==> config.mk <==
export PLATFORM = sky130hd
export DESIGN_NAME = bpl_ctrl
export DESIGN_NICKNAME = d
export VERILOG_FILES = /design/src/rtl/bpl_pkg.sv /design/src/rtl/bpl_ctrl.sv
export SDC_FILE = /design/constraint.sdc
export NUM_CORES = 1
export LEC_CHECK = 0
export BUFFER_PORTS_ARGS = -buffer_cell sky130_fd_sc_hd__buf_2
export CAP_MARGIN = 40
export CORE_UTILIZATION = 59
export DETAILED_ROUTE_END_ITERATION = 6
export GPL_ROUTABILITY_DRIVEN = 0
export PLACE_DENSITY = 0.87
export SYNTH_ARGS = -nofsm -noshare
export SYNTH_HDL_FRONTEND = slang
export SYNTH_SLANG_ARGS = --single-unit
==> constraint.sdc <==
create_clock -name i_clk -period 3.7 [get_ports i_clk]
set_input_delay 0.555 -clock i_clk [delete_from_list [all_inputs] [get_ports i_clk]]
set_output_delay 0.555 -clock i_clk [all_outputs]
set_load 0.05 [all_outputs]
==> src/rtl/bpl_pkg.sv <==
// Shared types, constants and saturation helpers for the bilinear patch point locator.
`default_nettype none
package bpl_pkg;

    localparam int DEF_MAX_COLUMNS = 64;
    localparam int DEF_MAX_ROWS    = 64;
    localparam int DEF_MAX_STEPS   = 10;

    localparam int CFG_W   = 7;
    localparam int STEPS_W = 4;

    // configuration register indexes
    localparam logic CFG_GRID_COLUMNS = 1'b0;
    localparam logic CFG_GRID_ROWS    = 1'b1;

    localparam logic STATUS_OK       = 1'b0;
    localparam logic STATUS_SINGULAR = 1'b1;

    localparam logic REQ_LOAD   = 1'b0;
    localparam logic REQ_LOCATE = 1'b1;

    typedef enum logic [4:0] {
        ST_IDLE,
        ST_ADDR,
        ST_READ,
        ST_LERP_MUL,
        ST_LERP_SUM,
        ST_MAC_MUL,
        ST_MAC_ACC,
        ST_CHECK_LEN,
        ST_SQRT_GO,
        ST_SQRT_WAIT,
        ST_DIV1_GO,
        ST_DIV1_WAIT,
        ST_DIV2_GO,
        ST_DIV2_WAIT,
        ST_UPDATE,
        ST_NEXT,
        ST_EMIT
    } t_state;

    typedef enum logic [3:0] {
        OP_NONE,
        OP_LOAD,
        OP_INIT,
        OP_ADDR,
        OP_READ,
        OP_LERP_MUL,
        OP_LERP_SUM,
        OP_MAC_MUL,
        OP_MAC_ACC,
        OP_SQRT_GO,
        OP_DIV1_GO,
        OP_DIV2_GO,
        OP_UPDATE,
        OP_EMIT
    } t_op;

    typedef enum logic [1:0] {
        LERP_A,
        LERP_B,
        LERP_G
    } t_lerp;

    typedef struct packed {
        t_op                op;
        t_lerp              lsel;
        logic [2:0]         cnt;
        logic               edge_v;
        logic               status;
        logic [STEPS_W-1:0] steps;
    } t_cmd;

    typedef struct packed {
        logic sqrt_busy;
        logic div_busy;
        logic lsq_zero;
        logic both_zero;
    } t_stat;

    localparam logic signed [63:0] S32_HI = 64'sd2147483647;
    localparam logic signed [63:0] S32_LO = -64'sd2147483648;
    localparam logic signed [63:0] S31_HI = 64'sd1073741823;
    localparam logic signed [63:0] S31_LO = -64'sd1073741824;
    localparam logic signed [63:0] RS_HI  = 64'sd16777216;
    localparam logic signed [63:0] RS_LO  = -64'sd16777216;

    function automatic logic signed [31:0] sat32(input logic signed [63:0] x);
        logic signed [63:0] y;
        y = (x > S32_HI) ? S32_HI : ((x < S32_LO) ? S32_LO : x);
        return 32'(y);
    endfunction

    function automatic logic signed [30:0] clamp31(input logic signed [63:0] x);
        logic signed [63:0] y;
        y = (x > S31_HI) ? S31_HI : ((x < S31_LO) ? S31_LO : x);
        return 31'(y);
    endfunction

    function automatic logic signed [25:0] clamp_rs(input logic signed [63:0] x);
        logic signed [63:0] y;
        y = (x > RS_HI) ? RS_HI : ((x < RS_LO) ? RS_LO : x);
        return 26'(y);
    endfunction

endpackage
`default_nettype wire

==> src/rtl/bpl_ctrl.sv <==
// Controller: sequences loads, search steps and result hand-off.
`default_nettype none
module bpl_ctrl #(
    parameter int MAX_STEPS = bpl_pkg::DEF_MAX_STEPS
) (
    input  wire logic            i_clk,
    input  wire logic            i_rst_n,
    input  wire logic            i_in_valid,
    input  wire logic            i_req_type,
    output logic                 o_in_ready,
    output logic                 o_out_valid,
    input  wire logic            i_out_ready,
    output bpl_pkg::t_cmd        o_cmd,
    input  wire bpl_pkg::t_stat  i_stat
);
    import bpl_pkg::*;

    localparam int SW = $clog2(MAX_STEPS + 1);

    t_state        r_state, n_state;
    logic [2:0]    r_cnt, n_cnt;
    logic [1:0]    r_k, n_k;
    t_lerp         r_lsel, n_lsel;
    logic          r_edge, n_edge;
    logic [SW-1:0] r_step, n_step;
    logic          r_sing, n_sing;
    logic          r_valid, n_valid;

    always_ff @(posedge i_clk) begin
        if (!i_rst_n) begin
            r_state <= ST_IDLE;
            r_cnt   <= '0;
            r_k     <= '0;
            r_lsel  <= LERP_A;
            r_edge  <= 1'b0;
            r_step  <= '0;
            r_sing  <= STATUS_OK;
            r_valid <= 1'b0;
        end else begin
            r_state <= n_state;
            r_cnt   <= n_cnt;
            r_k     <= n_k;
            r_lsel  <= n_lsel;
            r_edge  <= n_edge;
            r_step  <= n_step;
            r_sing  <= n_sing;
            r_valid <= n_valid;
        end
    end

    always_comb begin
        n_state = r_state;
        n_cnt   = r_cnt;
        n_k     = r_k;
        n_lsel  = r_lsel;
        n_edge  = r_edge;
        n_step  = r_step;
        n_sing  = r_sing;
        n_valid = r_valid & ~i_out_ready;
        o_cmd.op     = OP_NONE;
        o_cmd.lsel   = r_lsel;
        o_cmd.cnt    = r_cnt;
        o_cmd.edge_v = r_edge;
        o_cmd.status = r_sing;
        o_cmd.steps  = STEPS_W'(r_step);
        o_in_ready   = 1'b0;

        unique case (r_state)
            ST_IDLE: begin
                o_in_ready = 1'b1;
                if (i_in_valid) begin
                    if (i_req_type == REQ_LOAD) begin
                        o_cmd.op = OP_LOAD;
                    end else begin
                        o_cmd.op = OP_INIT;
                        n_step   = SW'(1);
                        n_sing   = STATUS_OK;
                        n_state  = ST_ADDR;
                    end
                end
            end
            ST_ADDR: begin
                o_cmd.op = OP_ADDR;
                n_cnt    = '0;
                n_state  = ST_READ;
            end
            ST_READ: begin
                o_cmd.op = OP_READ;
                if (r_cnt == 3'd4) begin
                    n_k     = '0;
                    n_lsel  = LERP_A;
                    n_state = ST_LERP_MUL;
                end else begin
                    n_cnt = r_cnt + 3'd1;
                end
            end
            ST_LERP_MUL: begin
                o_cmd.op = OP_LERP_MUL;
                n_state  = ST_LERP_SUM;
            end
            ST_LERP_SUM: begin
                o_cmd.op = OP_LERP_SUM;
                n_state  = ST_LERP_MUL;
                case (r_lsel)
                    LERP_A: n_lsel = LERP_B;
                    LERP_B: n_lsel = LERP_G;
                    default: begin
                        n_lsel = LERP_A;
                        if (r_k == 2'd2) begin
                            n_cnt   = '0;
                            n_edge  = 1'b0;
                            n_state = ST_MAC_MUL;
                        end else begin
                            n_k = r_k + 2'd1;
                        end
                    end
                endcase
            end
            ST_MAC_MUL: begin
                o_cmd.op = OP_MAC_MUL;
                n_state  = ST_MAC_ACC;
            end
            ST_MAC_ACC: begin
                o_cmd.op = OP_MAC_ACC;
                if (r_cnt == 3'd5) begin
                    n_state = ST_CHECK_LEN;
                end else begin
                    n_cnt   = r_cnt + 3'd1;
                    n_state = ST_MAC_MUL;
                end
            end
            ST_CHECK_LEN: begin
                if (i_stat.lsq_zero) begin
                    n_sing  = STATUS_SINGULAR;
                    n_state = ST_EMIT;
                end else begin
                    n_state = ST_SQRT_GO;
                end
            end
            ST_SQRT_GO: begin
                o_cmd.op = OP_SQRT_GO;
                n_state  = ST_SQRT_WAIT;
            end
            ST_SQRT_WAIT: if (!i_stat.sqrt_busy) n_state = ST_DIV1_GO;
            ST_DIV1_GO: begin
                o_cmd.op = OP_DIV1_GO;
                n_state  = ST_DIV1_WAIT;
            end
            ST_DIV1_WAIT: if (!i_stat.div_busy) n_state = ST_DIV2_GO;
            ST_DIV2_GO: begin
                o_cmd.op = OP_DIV2_GO;
                n_state  = ST_DIV2_WAIT;
            end
            ST_DIV2_WAIT: if (!i_stat.div_busy) n_state = ST_UPDATE;
            ST_UPDATE: begin
                o_cmd.op = OP_UPDATE;
                if (!r_edge) begin
                    n_edge  = 1'b1;
                    n_cnt   = '0;
                    n_state = ST_MAC_MUL;
                end else begin
                    n_state = ST_NEXT;
                end
            end
            ST_NEXT: begin
                if (i_stat.both_zero || r_step == SW'(MAX_STEPS)) begin
                    n_state = ST_EMIT;
                end else begin
                    n_step  = r_step + SW'(1);
                    n_state = ST_ADDR;
                end
            end
            ST_EMIT: begin
                if (!r_valid || i_out_ready) begin
                    o_cmd.op = OP_EMIT;
                    n_valid  = 1'b1;
                    n_state  = ST_IDLE;
                end
            end
            default: n_state = ST_IDLE;
        endcase
    end

    assign o_out_valid = r_valid;

endmodule
`default_nettype wire

==> results of run 1 <==
==> cell usage in the layout, fill, tap and decap left out, drive strengths merged, types with 2 or more instances in the layout <==
master,n
a21oi,18
a22oi,2
a31o,2
and3,3
and4b,2
buf,25
clkbuf,4
dfxtp,19
ha,6
inv,4
mux2i,3
nand2,13
nand2b,7
nand3,7
nand3b,4
nand4,2
nor2,21
nor2b,8
nor3,2
nor4,2
nor4b,2
o21ai,8
o31ai,4
xnor2,3
==> path summary, 6_finish.rpt <==
check | start | endpoint | slack, ps | depth (start not counted)
max reg2reg | r_state[1] | r_state[0] | 1450 | 5
min | r_k[1] | r_k[1] | 510 | 2
min reg2reg | r_k[1] | r_k[1] | 510 | 2
max | r_state[4] | o_cmd[13] | 810 | 5
==> final cells by class <==
class / instances / area share
clock buffer: 4 / 0.0176
timing repair buffer: 25 / 0.0836
inverter: 5 / 0.0125
multi-input combinational: 136 / 0.609
tap: 28 / 0.0234
sequential: 19 / 0.254
==> stage by stage <==
step / instance area (sq um) / hold slack, ps / power, W / utilization / cells
2_1_floorplan: 1390 / 458 / 0.000398 / - / 173
3_3_place_gp: 1470 / 472 / 0.000429 / 0.665 / 213
3_5_place_dp: 1470 / 492 / 0.000435 / 0.665 / 213
4_1_cts: 1500 / 514 / 0.000536 / 0.676 / 217
5_1_grt: 1500 / 540 / 0.000563 / 0.676 / 217
6_report: 1500 / 512 / 0.000531 / 0.676 / 217
==> routing by layer <==
metal | vias up | part of all wire | wire (um) | global-route usage
met5 | - | 0 | 0 | 0
met4 | 0 | 0.016 | 47 | 0.125
met3 | 6 | 0.037 | 111 | 0.0242
met2 | 38 | 0.51 | 1550 | 0.478
met1 | 603 | 0.43 | 1310 | 0.320
li1 | 651 | - | - | -
==> worst max-delay path, stage by stage, from the launching register on <==
cell	delay, ps
dfxtp_1	790
or3b_2	510
nor3_1	220
nor2_1	90
o32ai_1	120
buf_2	310
==> logic make-up after synthesis <==
group | share of synthesized area
simple gates | 0.365
compound gates | 0.196
flops | 0.274
buf+inv | 0.0703
fa+ha+maj | 0.0541
xor+xnor | 0.0189
mux | 0.0216
==> state kept, by name, indices dropped and copies added, names as in the netlist <==
register	count
r_k	2
r_lsel	2
r_state	5
r_sing	1
o_out_valid	1
r_edge	1
r_cnt	3
r_step	4
==> where the power goes <==
| part | switching, W | internal [W] |
|---|---|---|
| clock | 0.0000584 | 0.0000420 |
| combinational | 0.000117 | 0.0000684 |
| sequential | 0.0000340 | 0.000211 |
| total | 0.000210 | 0.000322 |
==> impl_metrics.tcl, run 1 <==
set metrics [dict create \
    synth_common_cells "nor2_1, dfxtp_1, a21oi_1" \
    drv_cap 0 \
    insertion_delay_ps 290 \
    hold_path_class "reg2reg" \
    avgSynthCellArea_sq_um 8.03 \
    tightest_slew_ps 825 \
    dieArea_sq_um 2550 \
    wl_per_cell_um 13.9 \
    worstPathArrival_ps 2330 \
    die_y_um 50.5 \
    crit_path_end_kind "output pin" \
    crit_fanout 19 \
    synth_area_leaders "dfxtp_1, a21oi_1, nor2_1, ha_1, nor2b_1" \
    portBuffers 25 \
    synth_top_area_frac 0.274 \
    overflow 0 \
    syn_area_sq_um 1390 \
    cts-resized-gates 0 \
    synth.ff_latch_count 19 \
    route.vias.total 1298 \
    finalCritPeriodShare 0.781 \
    timing.setup.tns_ps 0 \
    crit_type "reg2out" \
    synthArstFlopShare 0 \
    yosysSeqAreaShare 0.274 \
    cts_setup_buffers 0 \
    nets 205 \
    grt_first_pass_wirelength_mm 5.22 \
    yosysWarnings 0 \
    die-width_um 50.5 \
    start_util 0.628 \
    fin_ws_ps 810 \
    cp-start-kind "flop" \
    fill_cells 181 \
    fin_crit_ps 2890 \
    cts_buffers 3 \
    drv_slew 0 \
    grt_max_degree 26 \
    cts.sinks 19 \
    final_antenna_net_count 0 \
    synth_cell_types 49 \
    antenna_found_initial 0 \
    fmax_mhz 346 \
    drt_iter0_markers 33 \
    drive_above_1_share 0.201 \
    boundaryPins 26 \
    post-synth-top-count-cell "nor2_1" \
    leakagePower_nw 0.597 \
    drt-total-wl_mm 3.03 \
    relSlewSlack 0.449 \
    rsz0062_at_grt "no" \
    clock_path_buffers 2 \
    final-hold-violation-count 0 \
    power_density_nw_per_um2 355 \
    area_growth_pct 7.75 \
    multi_input_area_sq_um 911 \
    synth_edf_count 0 \
    final-setup-viol-count 0 \
    grt_pass1_vias 1220 \
    rows 17 \
    postSynthCellCount 173 \
    clock_skew_ps 2.76 \
    root_buffer "clkbuf_4" \
    ir_drop_uv 258 \
    ctsHoldBuffers 0 \
    regArea_sq_um 380 \
    dpl_worst_slack_ps 1120 \
    vias_per_cell 5.98 \
    cts_tree "built" \
    synth_top_cell_by_area "dfxtp_1" \
    clk_pin_slew_worst_paths_ps 90 \
    cp.required_ps 3140 \
    synth_ff_type "dfxtp_1" \
    antenna_cells 0 \
    hpwl_mm 2.20 \
    drc_errors 0 \
    drt_first_pass_iters 4 \
    outcome "finished, final reports clean" \
    grt_usage 0.268 \
    htree_levels 1 \
    synth_fp_nets 188 \
    core_area_sq_um 2210 \
]
Note: power is estimated with default switching activity, not from simulation.
==> run 2, diff against run 1 <==
- CORE_UTILIZATION: 59 -> 55
- PLACE_DENSITY: 0.87 -> 0.82
- clock period: 3.7 -> 3 ns (I/O delays scaled with it)
==> run 2 against run 1 <==
  * Power increased by 26%
  * Worst setup slack got worse by 330 ps
  * Non-clock buffer count increased by 4
  * Count of clock-buffer cells in the layout unchanged
  * Critical endpoint unchanged
  * Core utilization decreased by 1.2 points
  * Clock power increased by 30%
  * Sequential power increased by 16%
  * Combinational power increased by 36%
  * Register-to-register slack got worse by 690 ps
  * Largest power group unchanged
  * Routed wire length unchanged
  * Sequential share of layout area decreased by 0.50 points
==> impl_metrics.tcl, run 2 (synthesis results as in run 1) <==
set metrics [dict create \
    finalCritPeriodShare 0.839 \
    hold_start "i_stat[1]" \
    route.vias.total 1294 \
    insertion_delay_ps 290 \
    drive_above_1_share 0.218 \
    wl_per_cell_um 13.7 \
    fin_ws_ps 484 \
    dpl_worst_slack_ps 794 \
    drt_iter0_markers 46 \
    crit_start "r_state[1]" \
    internal-power_w 0.000400 \
    cp-start-kind "flop" \
    grt_max_degree 25 \
    outcome "finished, final reports clean" \
    r2r_start "r_state[1]" \
    placedInstanceArea_sq_um 1500 \
    power_density_nw_per_um2 437 \
    switching_share 0.400 \
    rows 17 \
    largest_reg_flops 5 \
    crit_fanout 24 \
    htree_levels 1 \
    ctsHoldBuffers 0 \
    drc_errors 0 \
    p_switching_w 0.000267 \
    cts-resized-gates 0 \
    design_area_sq_um 1530 \
    final-setup-viol-count 0 \
    fmax_mhz 398 \
    drt_first_pass_iters 4 \
    overflow 0 \
    root_buffer "clkbuf_4" \
    drv_cap 0 \
    leakagePower_nw 0.618 \
    worstPathArrival_ps 2070 \
    final_antenna_net_count 0 \
    final-hold-violation-count 0 \
    drv_slew 0 \
    clock_skew_ps 9.03 \
    die-width_um 52.3 \
    reg_top3 "r_state (5), r_step (4), r_cnt (3)" \
    grt_usage 0.251 \
    core_area_sq_um 2300 \
    total_power_w 0.000667 \
    clock_path_buffers 2 \
    start_util 0.605 \
    clk_pin_slew_worst_paths_ps 110 \
    cts.sinks 19 \
    tightest_slew_ps 863 \
    nets 209 \
    boundaryPins 26 \
    grt_pass1_vias 1154 \
    fin_crit_ps 2520 \
    crit_type "reg2out" \
    cp.required_ps 2550 \
    area_growth_pct 9.91 \
    rsz0062_at_grt "no" \
    antenna_cells 0 \
    layout_commonest_cell "buf_2" \
    timing.setup.tns_ps 0 \
    regMostFlops "r_state" \
    pwr-share-clk 0.194 \
    cts_buffers 3 \
    pwr-share-comb 0.380 \
    cts_setup_buffers 0 \
    dieArea_sq_um 2730 \
    drt-total-wl_mm 3.03 \
    relSlewSlack 0.424 \
    grt_first_pass_wirelength_mm 5.05 \
    hold_path_class "in2reg" \
    die_y_um 52.3 \
    vias_per_cell 5.86 \
    power.share.sequential 0.426 \
    final_cell_mix "buf_2, nor2_1, dfxtp_1, a21oi_1, nand2_1" \
    antenna_found_initial 0 \
    cts_tree "built" \
    hpwl_mm 2.29 \
    crit_path_end_kind "output pin" \
    ir_drop_uv 367 \
    portBuffers 25 \
]
## run 2: cell types whose count changed in the layout (fill, tap and decap cells not counted), sizes merged
cell / change
buf: +4
## run 2: critical path, cell delays in order (launching register included)
cell	delay, ps
dfxtp_1	900
and4b_1	380
nor2_1	60
o32ai_1	120
buf_2	300
## run 2: final timing paths
check	end	slack [ps]	cells past startpoint
worst min-delay path	r_state[3]	440	3
worst max register to register	r_state[0]	760	5
worst min register to register	r_sing	510	2
worst max-delay path	o_cmd[13]	480	4
## run 2: stage by stage
| step | hold WS (ps) | instances | utilization |
|---|---|---|---|
| after global routing | 436 | 221 | 0.664 |
| after detailed placement | 487 | 217 | 0.653 |
| after global placement | 470 | 217 | 0.653 |
| after CTS | 427 | 221 | 0.664 |
| final | 436 | 221 | 0.664 |
| after floorplan | 458 | 173 | - |
## run 2: power groups by stage
stage	registers (W)	logic, W	clock network [W]
2_1_floorplan	0.000287	0.000205	0
3_3_place_gp	0.000288	0.000248	0
3_5_place_dp	0.000289	0.000253	0
4_1_cts	0.000284	0.000253	0.000136
5_1_grt	0.000288	0.000272	0.000149
6_report	0.000284	0.000253	0.000130
## run 2: final cells by class
type | count | area, sq um
tap | 28 | 35.0
clock buffer | 4 | 26.3
fill | 208 | 771
multi-input combinational | 136 | 911
timing repair buffer | 29 | 155
inverter | 5 | 18.8
sequential | 19 | 380
## run 2: routing by layer
layer / track usage / wire [um] / vias to the layer above
li1: - / - / 657
met1: 0.335 / 1420 / 595
met2: 0.423 / 1410 / 40
met3: 0.0435 / 191 / 2
met4: 0.0526 / 7 / 0
met5: 0 / 0 / -
==> run 3, diff against run 2 <==
- clock period: 3 -> 2.37 ns (I/O delays scaled with it)
==> run 3 against run 2 <==
  * Design area increased by 2.5%
  * Worst setup slack got worse by 390 ps
  * Largest power group unchanged
  * Power increased by 32%
  * Routed wire length increased by 2.6%
  * Global-route usage decreased by 1.0 points
  * Via count increased by 2.2%
  * Largest cell class unchanged
  * Combinational power increased by 39%
  * Core utilization increased by 1.7 points
  * Critical path depth increased by 2
==> impl_metrics.tcl, run 3 (synthesis results as in run 1) <==
set metrics [dict create \
    outcome "finished, final reports clean" \
    hold_path_class "in2reg" \
    largest_reg_flops 5 \
    p_switching_w 0.000355 \
    antenna_found_initial 0 \
    fin_crit_ps 2280 \
    rrSetupSlack_ps 530 \
    grt_first_pass_wirelength_mm 4.92 \
    drt_first_pass_iters 5 \
    crit_type "reg2out" \
    hpwl_mm 2.25 \
    grt_pass1_vias 1088 \
    clock_skew_ps 11.2 \
    final-setup-viol-count 0 \
    total_power_w 0.000878 \
    nets 211 \
    reg_top3 "r_state (5), r_step (4), r_cnt (3)" \
    dpl_worst_slack_ps 325 \
    pwr-share-comb 0.400 \
    grt_max_degree 25 \
    core_area_sq_um 2300 \
    crit_fanout 4 \
    final_cell_mix "buf_2, nor2_1, a21oi_1, dfxtp_1, nand2_1" \
    drt_iter0_markers 30 \
    fmax_mhz 439 \
    cts.sinks 19 \
    portBuffers 25 \
    route.vias.total 1322 \
    cts_tree "built" \
    layout.cells.non_filler 223 \
    internal-power_w 0.000524 \
    crit_path_end_kind "output pin" \
    htree_levels 1 \
    finish.utilization 0.681 \
    cp-start-kind "flop" \
    die_y_um 52.3 \
    switching_share 0.404 \
    final_antenna_net_count 0 \
    drc_errors 0 \
    pwr-share-clk 0.196 \
    final-hold-violation-count 0 \
    vias_per_cell 5.93 \
    cts_buffers 3 \
    overflow 0 \
    dieArea_sq_um 2730 \
    power_density_nw_per_um2 561 \
    drv_slew 0 \
    antenna_cells 0 \
    relSlewSlack 0.763 \
    worstPathArrival_ps 1920 \
    drt-total-wl_mm 3.10 \
    fin_ws_ps 91.6 \
    timing.setup.tns_ps 0 \
    insertion_delay_ps 310 \
    start_util 0.605 \
    root_buffer "clkbuf_4" \
    die-width_um 52.3 \
    rows 17 \
    boundaryPins 26 \
    rsz0062_at_grt "no" \
    cp.required_ps 2010 \
    layout_commonest_cell "buf_2" \
    clock_path_buffers 2 \
    drv_cap 0 \
    area_growth_pct 12.7 \
    clk_pin_slew_worst_paths_ps 120 \
    leakagePower_nw 0.636 \
    grt_usage 0.241 \
    drive_above_1_share 0.251 \
    ir_drop_uv 414 \
    wl_per_cell_um 13.9 \
    finalCritPeriodShare 0.961 \
    power.share.sequential 0.403 \
    regMostFlops "r_state" \
    placed_cells 219 \
    tightest_slew_ps 347 \
]
[run 3: stage by stage]
stage          cell area (sq um)  hold slack, ps
3_3_place_gp                1530             470
5_1_grt                     1570             329
6_report                    1570             321
2_1_floorplan               1410             458
3_5_place_dp                1530             482
4_1_cts                     1560             328
[run 3: layer usage]
| metal | share of wire | global-route usage |
|---|---|---|
| met5 | 0 | 0 |
| met4 | 0.0074 | 0.0526 |
| met3 | 0.056 | 0.0261 |
| met2 | 0.47 | 0.387 |
| met1 | 0.47 | 0.345 |
[run 3: worst max-delay path, cell delays in order, from the launching register on]
cell and delay [ps]:
dfxtp_1 330, nor2b_1 160, or3b_2 470, nor3_1 230, nor2_1 100, o32ai_2 120, buf_4 230
[run 3: power groups by stage]
stage          clock network [W]  registers (W)  logic (W)
2_1_floorplan                  0       0.000363   0.000269
3_3_place_gp                   0       0.000359   0.000341
4_1_cts                 0.000175       0.000354   0.000346
3_5_place_dp                   0       0.000360   0.000345
5_1_grt                 0.000184       0.000357   0.000377
6_report                0.000172       0.000354   0.000352
[run 3: path summary, 6_finish.rpt]
check / startpoint / end / depth (start not counted)
setup reg to reg: r_state[1] / r_lsel[1] / 5
setup / recovery: o_out_valid / o_cmd[13] / 6
hold / removal: i_stat[1] / r_state[3] / 3
hold reg to reg: r_sing / r_sing / 2
[run 3: repair_timing]
action	in CTS	in global routing
hold endpoints to repair	0	0
resized for setup	1	3
endpoints found under the setup margin	1	2
hold buffers	0	0
buffers inserted	0	0
[run 3: final cells by class]
cell class	count	area, sq um
clock buffers	4	26.3
fillers	203	732
inverters	5	18.8
multi-input cells	136	928
flip-flops and latches	19	382
well taps	28	35.0
repair buffers	31	175
